===== src/hw/rtl/olst_pkg.sv =====
// Shared constants and the control bundle that the list controller drives into the cell row.
package olst_pkg;

    localparam int DEPTH_DEF = 16;
    localparam int DEPTH_MAX = 64;
    localparam int POS_W     = $clog2(DEPTH_MAX);
    localparam int VAL_W     = 32;

    localparam logic [2:0] ACT_SORT     = 3'd0;
    localparam logic [2:0] ACT_FRONT    = 3'd1;
    localparam logic [2:0] ACT_BACK     = 3'd2;
    localparam logic [2:0] ACT_FIND     = 3'd3;
    localparam logic [2:0] ACT_DUMP_FWD = 3'd4;
    localparam logic [2:0] ACT_DUMP_REV = 3'd5;

    localparam logic [1:0] ST_OK        = 2'd0;
    localparam logic [1:0] ST_FULL      = 2'd1;
    localparam logic [1:0] ST_NOT_FOUND = 2'd2;
    localparam logic [1:0] ST_EMPTY     = 2'd3;

    typedef struct packed {
        logic                     probe_load;
        logic                     probe_dn;
        logic                     probe_up;
        logic                     ins_en;
        logic [POS_W-1:0]         ins_pos;
        logic signed [VAL_W-1:0]  ins_val;
    } olst_ctl_t;

endpackage


===== src/hw/rtl/ordered_list_engine_top.sv =====
// Ordered list engine top: controller, output register and the cell row.
// Full, empty and trivial finds answer from the start state; front/back inserts go via S_INS.
// Sorted insert and find scan one cell per cycle from the head. Dump forward emits one result
// per cycle unless out_ready stalls it; dump reverse first skips DEPTH - occupancy cells.
// One input at a time; a new transaction is taken once the last result is registered.
// Reset (async, active low) clears the control state and occupancy; entries need no clearing.
module ordered_list_engine_top #(
    parameter int DEPTH = olst_pkg::DEPTH_DEF
) (
    input  logic                              clk,
    input  logic                              rst_n,
    input  logic                              in_valid,
    output logic                              in_ready,
    input  logic [2:0]                        action,
    input  logic signed [olst_pkg::VAL_W-1:0] value,
    output logic                              out_valid,
    input  logic                              out_ready,
    output logic [1:0]                        status,
    output logic [3:0]                        position,
    output logic signed [olst_pkg::VAL_W-1:0] entry_value,
    output logic [4:0]                        entry_count,
    output logic                              last
);
    import olst_pkg::*;

    localparam int IDX_W = (DEPTH > 1) ? $clog2(DEPTH) : 1;
    localparam int OCC_W = $clog2(DEPTH + 1);

    typedef enum logic [2:0] {
        S_IDLE,
        S_START,
        S_SCAN,
        S_INS,
        S_DUMP_F,
        S_DUMP_R
    } state_t;

    state_t                  state_reg,  state_next;
    logic [2:0]              act_reg,    act_next;
    logic signed [VAL_W-1:0] val_reg,    val_next;
    logic [IDX_W-1:0]        cnt_reg,    cnt_next;
    logic [IDX_W-1:0]        pos_reg,    pos_next;
    logic [OCC_W-1:0]        occ_reg,    occ_next;

    logic                    out_valid_reg;
    logic [1:0]              status_reg;
    logic [3:0]              position_reg;
    logic signed [VAL_W-1:0] entry_value_reg;
    logic [4:0]              entry_count_reg;
    logic                    last_reg;

    logic                    emit;
    logic [1:0]              emit_status;
    logic [IDX_W-1:0]        emit_pos;
    logic signed [VAL_W-1:0] emit_val;
    logic [OCC_W-1:0]        emit_cnt;
    logic                    emit_last;
    logic [IDX_W+3:0]        emit_pos_w;
    logic [OCC_W+4:0]        emit_cnt_w;

    olst_ctl_t               ctl;
    logic signed [VAL_W-1:0] head_probe;
    logic signed [VAL_W-1:0] tail_probe;

    logic                    out_free;
    logic                    full;
    logic                    at_end;
    logic                    hit;

    assign out_free = !out_valid_reg || out_ready;
    assign full     = (occ_reg == OCC_W'(DEPTH));
    assign at_end   = ((OCC_W'(cnt_reg) + OCC_W'(1)) == occ_reg);
    assign hit      = (act_reg == ACT_FIND) ? (head_probe == val_reg)
                                            : (head_probe > val_reg);
    assign in_ready = (state_reg == S_IDLE);

    always_comb
    begin
        state_next  = state_reg;
        act_next    = act_reg;
        val_next    = val_reg;
        cnt_next    = cnt_reg;
        pos_next    = pos_reg;
        occ_next    = occ_reg;

        emit        = 1'b0;
        emit_status = ST_OK;
        emit_pos    = '0;
        emit_val    = val_reg;
        emit_cnt    = occ_reg;
        emit_last   = 1'b1;

        ctl            = '0;
        ctl.ins_pos    = POS_W'(pos_reg);
        ctl.ins_val    = val_reg;

        case (state_reg)
            S_IDLE:
            begin
                if (in_valid)
                begin
                    act_next   = action;
                    val_next   = value;
                    state_next = S_START;
                end
            end

            S_START:
            begin
                cnt_next = '0;
                case (act_reg)
                    ACT_SORT, ACT_FRONT, ACT_BACK:
                    begin
                        if (full)
                        begin
                            if (out_free)
                            begin
                                emit        = 1'b1;
                                emit_status = ST_FULL;
                                state_next  = S_IDLE;
                            end
                        end
                        else if (act_reg == ACT_FRONT)
                        begin
                            pos_next   = '0;
                            state_next = S_INS;
                        end
                        else if (act_reg == ACT_BACK || occ_reg == '0)
                        begin
                            pos_next   = IDX_W'(occ_reg);
                            state_next = S_INS;
                        end
                        else
                        begin
                            ctl.probe_load = 1'b1;
                            state_next     = S_SCAN;
                        end
                    end

                    ACT_FIND:
                    begin
                        if (occ_reg == '0)
                        begin
                            if (out_free)
                            begin
                                emit        = 1'b1;
                                emit_status = ST_NOT_FOUND;
                                state_next  = S_IDLE;
                            end
                        end
                        else
                        begin
                            ctl.probe_load = 1'b1;
                            state_next     = S_SCAN;
                        end
                    end

                    ACT_DUMP_FWD, ACT_DUMP_REV:
                    begin
                        if (occ_reg == '0)
                        begin
                            if (out_free)
                            begin
                                emit        = 1'b1;
                                emit_status = ST_EMPTY;
                                emit_val    = '0;
                                state_next  = S_IDLE;
                            end
                        end
                        else
                        begin
                            ctl.probe_load = 1'b1;
                            if (act_reg == ACT_DUMP_FWD)
                            begin
                                state_next = S_DUMP_F;
                            end
                            else
                            begin
                                cnt_next   = IDX_W'(DEPTH - 1);
                                state_next = S_DUMP_R;
                            end
                        end
                    end

                    default:
                    begin
                        state_next = S_IDLE;
                    end
                endcase
            end

            S_SCAN:
            begin
                if (act_reg == ACT_FIND)
                begin
                    if (hit || at_end)
                    begin
                        if (out_free)
                        begin
                            emit        = 1'b1;
                            emit_status = hit ? ST_OK : ST_NOT_FOUND;
                            emit_pos    = hit ? cnt_reg : '0;
                            state_next  = S_IDLE;
                        end
                    end
                    else
                    begin
                        ctl.probe_dn = 1'b1;
                        cnt_next     = cnt_reg + IDX_W'(1);
                    end
                end
                else if (hit)
                begin
                    pos_next   = cnt_reg;
                    state_next = S_INS;
                end
                else if (at_end)
                begin
                    pos_next   = IDX_W'(occ_reg);
                    state_next = S_INS;
                end
                else
                begin
                    ctl.probe_dn = 1'b1;
                    cnt_next     = cnt_reg + IDX_W'(1);
                end
            end

            S_INS:
            begin
                if (out_free)
                begin
                    ctl.ins_en = 1'b1;
                    occ_next   = occ_reg + OCC_W'(1);
                    emit       = 1'b1;
                    emit_pos   = pos_reg;
                    emit_cnt   = occ_reg + OCC_W'(1);
                    state_next = S_IDLE;
                end
            end

            S_DUMP_F:
            begin
                if (out_free)
                begin
                    emit         = 1'b1;
                    emit_pos     = cnt_reg;
                    emit_val     = head_probe;
                    emit_last    = at_end;
                    ctl.probe_dn = 1'b1;
                    if (at_end)
                        state_next = S_IDLE;
                    else
                        cnt_next = cnt_reg + IDX_W'(1);
                end
            end

            S_DUMP_R:
            begin
                // cells at or above occupancy hold nothing: shift them past the tail
                if (OCC_W'(cnt_reg) >= occ_reg)
                begin
                    ctl.probe_up = 1'b1;
                    cnt_next     = cnt_reg - IDX_W'(1);
                end
                else if (out_free)
                begin
                    emit         = 1'b1;
                    emit_pos     = cnt_reg;
                    emit_val     = tail_probe;
                    emit_last    = (cnt_reg == '0);
                    ctl.probe_up = 1'b1;
                    if (cnt_reg == '0)
                        state_next = S_IDLE;
                    else
                        cnt_next = cnt_reg - IDX_W'(1);
                end
            end

            default:
            begin
                state_next = S_IDLE;
            end
        endcase
    end

    assign emit_pos_w = {4'b0, emit_pos};
    assign emit_cnt_w = {5'b0, emit_cnt};

    always_ff @(posedge clk or negedge rst_n)
    begin
        if (!rst_n)
        begin
            state_reg     <= S_IDLE;
            occ_reg       <= '0;
            out_valid_reg <= 1'b0;
        end
        else
        begin
            state_reg <= state_next;
            occ_reg   <= occ_next;
            if (emit)
                out_valid_reg <= 1'b1;
            else if (out_ready)
                out_valid_reg <= 1'b0;
        end
    end

    always_ff @(posedge clk)
    begin
        act_reg <= act_next;
        val_reg <= val_next;
        cnt_reg <= cnt_next;
        pos_reg <= pos_next;
        if (emit)
        begin
            status_reg      <= emit_status;
            position_reg    <= emit_pos_w[3:0];
            entry_value_reg <= emit_val;
            entry_count_reg <= emit_cnt_w[4:0];
            last_reg        <= emit_last;
        end
    end

    olst_chain #(
        .DEPTH (DEPTH)
    ) u_chain (
        .clk        (clk),
        .ctl        (ctl),
        .head_probe (head_probe),
        .tail_probe (tail_probe)
    );

    assign out_valid   = out_valid_reg;
    assign status      = status_reg;
    assign position    = position_reg;
    assign entry_value = entry_value_reg;
    assign entry_count = entry_count_reg;
    assign last        = last_reg;

    a_occ_bound: assert property (@(posedge clk) disable iff (!rst_n)
        occ_reg <= OCC_W'(DEPTH))
        else $error("occupancy above depth");

    a_occ_only_on_insert: assert property (@(posedge clk) disable iff (!rst_n)
        (state_reg != S_INS) |=> $stable(occ_reg))
        else $error("occupancy changed outside insert");

    a_insert_grows: assert property (@(posedge clk) disable iff (!rst_n)
        (state_reg == S_INS && out_free) |=> (occ_reg == $past(occ_reg) + OCC_W'(1)))
        else $error("insert did not grow the list");

    a_pending_results: assert property (@(posedge clk) disable iff (!rst_n)
        (out_valid_reg && !last_reg) |-> (state_reg == S_DUMP_F || state_reg == S_DUMP_R))
        else $error("non-final result with no dump in progress");

endmodule


===== src/hw/rtl/olst_cell.sv =====
// One list cell: a stored entry plus a probe copy that walks toward either end of the row.
module olst_cell #(
    parameter int IDX = 0
) (
    input  logic                             clk,
    input  olst_pkg::olst_ctl_t              ctl,
    input  logic signed [olst_pkg::VAL_W-1:0] left_entry,
    input  logic signed [olst_pkg::VAL_W-1:0] probe_above,
    input  logic signed [olst_pkg::VAL_W-1:0] probe_below,
    output logic signed [olst_pkg::VAL_W-1:0] entry,
    output logic signed [olst_pkg::VAL_W-1:0] probe
);
    import olst_pkg::*;

    localparam logic [POS_W-1:0] MY_POS = POS_W'(IDX);

    logic signed [VAL_W-1:0] entry_reg;
    logic signed [VAL_W-1:0] probe_reg;

    // insert: the cell at the slot takes the new value, cells above it move up one
    always_ff @(posedge clk)
    begin
        if (ctl.ins_en)
        begin
            if (ctl.ins_pos == MY_POS)
                entry_reg <= ctl.ins_val;
            else if (MY_POS > ctl.ins_pos)
                entry_reg <= left_entry;
        end
    end

    always_ff @(posedge clk)
    begin
        if (ctl.probe_load)
            probe_reg <= entry_reg;
        else if (ctl.probe_dn)
            probe_reg <= probe_above;
        else if (ctl.probe_up)
            probe_reg <= probe_below;
    end

    assign entry = entry_reg;
    assign probe = probe_reg;

endmodule


===== src/hw/rtl/olst_chain.sv =====
// Row of list cells; cell 0 is the head, the probe copy is read at either end.
module olst_chain #(
    parameter int DEPTH = olst_pkg::DEPTH_DEF
) (
    input  logic                              clk,
    input  olst_pkg::olst_ctl_t               ctl,
    output logic signed [olst_pkg::VAL_W-1:0] head_probe,
    output logic signed [olst_pkg::VAL_W-1:0] tail_probe
);
    import olst_pkg::*;

    logic signed [VAL_W-1:0] entry_w [DEPTH];
    logic signed [VAL_W-1:0] probe_w [DEPTH];

    for (genvar j = 0; j < DEPTH; j++)
    begin : g_cell
        logic signed [VAL_W-1:0] left_w;
        logic signed [VAL_W-1:0] above_w;
        logic signed [VAL_W-1:0] below_w;

        if (j == 0)
        begin : g_head
            assign left_w  = '0;
            assign below_w = '0;
        end
        else
        begin : g_mid
            assign left_w  = entry_w[j-1];
            assign below_w = probe_w[j-1];
        end

        if (j == DEPTH - 1)
        begin : g_tail
            assign above_w = '0;
        end
        else
        begin : g_body
            assign above_w = probe_w[j+1];
        end

        olst_cell #(
            .IDX (j)
        ) u_cell (
            .clk         (clk),
            .ctl         (ctl),
            .left_entry  (left_w),
            .probe_above (above_w),
            .probe_below (below_w),
            .entry       (entry_w[j]),
            .probe       (probe_w[j])
        );
    end

    assign head_probe = probe_w[0];
    assign tail_probe = probe_w[DEPTH-1];

endmodule

===== config.mk =====
export PLATFORM = sky130hd
export DESIGN_NAME = ordered_list_engine_top
export DESIGN_NICKNAME = d
export VERILOG_FILES = /design/src/hw/rtl/olst_pkg.sv /design/src/hw/rtl/ordered_list_engine_top.sv /design/src/hw/rtl/olst_cell.sv /design/src/hw/rtl/olst_chain.sv
export SDC_FILE = /design/constraint.sdc
export NUM_CORES = 2
export LEC_CHECK = 0
export ABC_AREA = 1
export ABC_CLOCK_PERIOD_IN_PS = 38600
export BUFFER_PORTS_ARGS = -buffer_cell sky130_fd_sc_hd__clkbuf_2
export CAP_MARGIN = 20
export CORE_MARGIN = 1
export CORE_UTILIZATION = 50
export DETAILED_ROUTE_END_ITERATION = 16
export PLACE_DENSITY = 0.76
export SYNTH_ARGS = -nofsm -noshare
export SYNTH_HDL_FRONTEND = slang
export SYNTH_SLANG_ARGS = --single-unit

===== constraint.sdc =====
create_clock -name clk -period 38.6 [get_ports clk]
set_input_delay 1.93 -clock clk [delete_from_list [all_inputs] [get_ports clk]]
set_output_delay 1.93 -clock clk [all_outputs]
set_load 0.02 [all_outputs]

==> out/metrics.cfg <==
[outcome]
status = finished clean

[clock_tree]
cts_hold_buf = 0
insertion_delay_ps = 710
clock_tree.root_cell = clkbuf_16
cts.sinks = 1120
clock_path_buffers = 3
h-tree-depth = 3
cts_buffers = 112
cts_resized = 0
cts.clk_slew.worst_paths_ps = 60
cts_setup_buffers = 0
cts_tree = built

[routing]
drc_errors = 0
drt_iter0_markers = 5866
wirelength_um = 155000
vias_per_cell = 5.86
vias = 42900
firstDrtPassIters = 11
final_antenna_net_count = 0
wl_per_cell_um = 21.1

[timing]
rsz0062_at_grt = false
drv_slew = 0
fmax_mhz = 144
min_period_ps = 6960
setup_viol = 0
finalCritPeriodShare = 0.180
tightest_slew_ps = 1290
final.setup.tns_ps = 0
slew_headroom = 0.130
layout_setup_ws_ps = 31640
finalHoldViolCount = 0
fin_skew_ps = 47.5

[power_and_ir_drop]
p_leak_nw = 25.2
powerDensity_mw_per_mm2 = 90.1
finalPower_w = 0.00536
peakVddDrop_v = 0.000124

[synthesis]
ys.warnings.count = 0
synth-edff-count = 1111
seq_area_frac_synth = 0.613
async_reset_ff_frac = 0.00804
syn-instance-count = 5957
synth_cell_type_count = 40
synthFlopType = edfxtp_1
syn_area_mm2 = 0.0548
avgSynthCellArea_um2 = 9.20
syn-num-nets = 6036
synth_seq_cells = 1120

[global_route]
grt_overflow = 0
antenna_found_initial = 2
grt_pass1_wl_um = 236000
grt_pass1_vias = 40300
grt_usage = 0.275
grt_max_degree = 204

[critical_path]
crit_chain = clkinv_1 -> ha_1 -> nand4_1 -> nor2_1 -> nand3_1 -> nor2_2 -> nor2_1 -> nand3_2 -> nand4_4 -> nand2_8 -> inv_1 -> nand3_4 -> buf_12 -> buf_4 -> buf_4
critPathSlowestCell = buf_4
critPathLaunchType = flop
worstPathRequired_ps = 38930
crit_type = flop to flop
cp.arrival_ps = 7280
setup.worst_path.end_class = flop
max_stage_delay_ps = 900
worst-path-max-fanout = 169

[cells_and_area]
syn_to_final_growth_pct = 8.56
nets = 5893
drive_gt1_frac = 0.0657

[die]
floorplan.die_area_mm2 = 0.111
die_y_um = 333
coreArea_mm2 = 0.109
io_pins = 85
rows = 121
start_util = 0.504
fp.dieW_um = 333

[placed_design]
io_buffers = 84
place_congestion = 0.875
hpwl_um = 83000
pre_cts_slack_ps = 31400

[hold_path]
hold_path_class = flop to flop

[job]
max_cap_violations = 0

-- power by group --
group	internal [W]	switching, W	leakage [nW]
Clock	0.000611	0.000478	1.74
Combinational	0.000561	0.00152	13.0
Sequential	0.00205	0.000148	10.4
-- metrics by stage --
step / hold WS [ps] / instance area (um^2) / std cells / util
floorplan: 500 / 54800 / 5957 / -
global route: 541 / 59500 / 7324 / 0.547
CTS: 515 / 59500 / 7323 / 0.547
global placement: 504 / 55900 / 7113 / 0.514
detailed placement: 512 / 55900 / 7113 / 0.514
finish: 507 / 59500 / 7325 / 0.547
-- kinds of logic (layout without fill, tap and decap cells) --
family	Yosys count	count (layout)	share of synthesized area
fa+ha+maj	40	40	0.00913
xor+xnor	6	6	0.00110
flops	1120	1120	0.613
buf+inv	1020	973	0.0768
other cells	0	1	0
simple gates	3043	3043	0.232
compound gates	728	728	0.0685
-- routing by layer --
layer,up-vias,track usage,part of all wire
met4,2,0.142,0.052
met3,454,0.0431,0.11
li1,19700,-,-
met1,20200,0.355,0.37
met2,2620,0.449,0.47
met5,-,0,0.000065
-- layout make-up --
class	instances	area (um^2)
Sequential cell	1120	33600
Antenna cell	1	2.50
Clock inverter	77	704
Tap cell	1414	1770
Clock buffer	133	2900
Timing Repair Buffer	154	971
Multi-Input combinational cell	3817	17300
Inverter	609	2300
Fill cell	9017	49300
-- synth_stat cells, drive strengths merged, types with 2 or more instances --
master,n,share of area
inv,578,0.040
nor2,119,0.0083
nor3,11,0.0012
o2111ai,2,0.00032
nand2,1981,0.14
nand3,924,0.085
a22oi,3,0.00041
a21o,3,0.00041
edfxtp,1111,0.61
buf,172,0.019
clkinv,31,0.0021
o22ai,33,0.0038
o21ai,571,0.052
o211ai,4,0.00055
xor2,6,0.0011
nand4,8,0.0011
a211oi,2,0.00037
dfrtp,9,0.0041
ha,40,0.0091
o221ai,4,0.00064
clkbuf,239,0.016
a21oi,101,0.0092
o21a,2,0.00027
-- critical path: cells and delay by family (launching register included) --
kind,cells,cell delay [ps]
adders and majority gates,1,560
buffers and inverters,5,2960
and+or+nand+nor,9,2430
DFF,1,330
-- placed cells by master (no fill, tap or decap), types with 3 or more instances in the layout --
cell        instances
a21o_1              3
clkinvlp_4          9
nor2_4              9
clkinv_1           61
nand2_4             3
a22oi_1             3
o211ai_1            4
clkbuf_16         113
nor3_1              7
ha_1               40
a21oi_4             6
o221ai_1            4
nand4_1             6
clkbuf_2           84
clkbuf_1           20
buf_4              67
nand2_2            33
o21ai_0           568
xor2_1              5
bufinv_16          11
edfxtp_1         1111
dfrtp_1             9
nor3_2              4
nor2_2              4
clkinv_2           21
nand3_1           921
nor2_1            106
o22ai_1            33
nand2_1          1944
inv_1             573
a21oi_1            95
inv_6               3
-- final timing paths --
| path | from | endpoint | slack (ps) | cells past startpoint |
|---|---|---|---|---|
| worst min-delay path | u_chain.g_cell[3].u_cell.entry[26] | u_chain.g_cell[3].u_cell.probe[26] | 510 | 2 |
| max in group asynchronous | rst_n | occ_reg[0] | 37250 | 1 |
| worst max register to register | val_reg[13] | u_chain.g_cell[1].u_cell.probe[31] | 31640 | 15 |
| min in group asynchronous | rst_n | state_reg[1] | 1100 | 1 |
| worst min register to register | u_chain.g_cell[3].u_cell.entry[26] | u_chain.g_cell[3].u_cell.probe[26] | 510 | 2 |
| worst max-delay path | val_reg[13] | u_chain.g_cell[1].u_cell.probe[31] | 31640 | 15 |
Note: power is estimated with default switching activity, not from simulation.
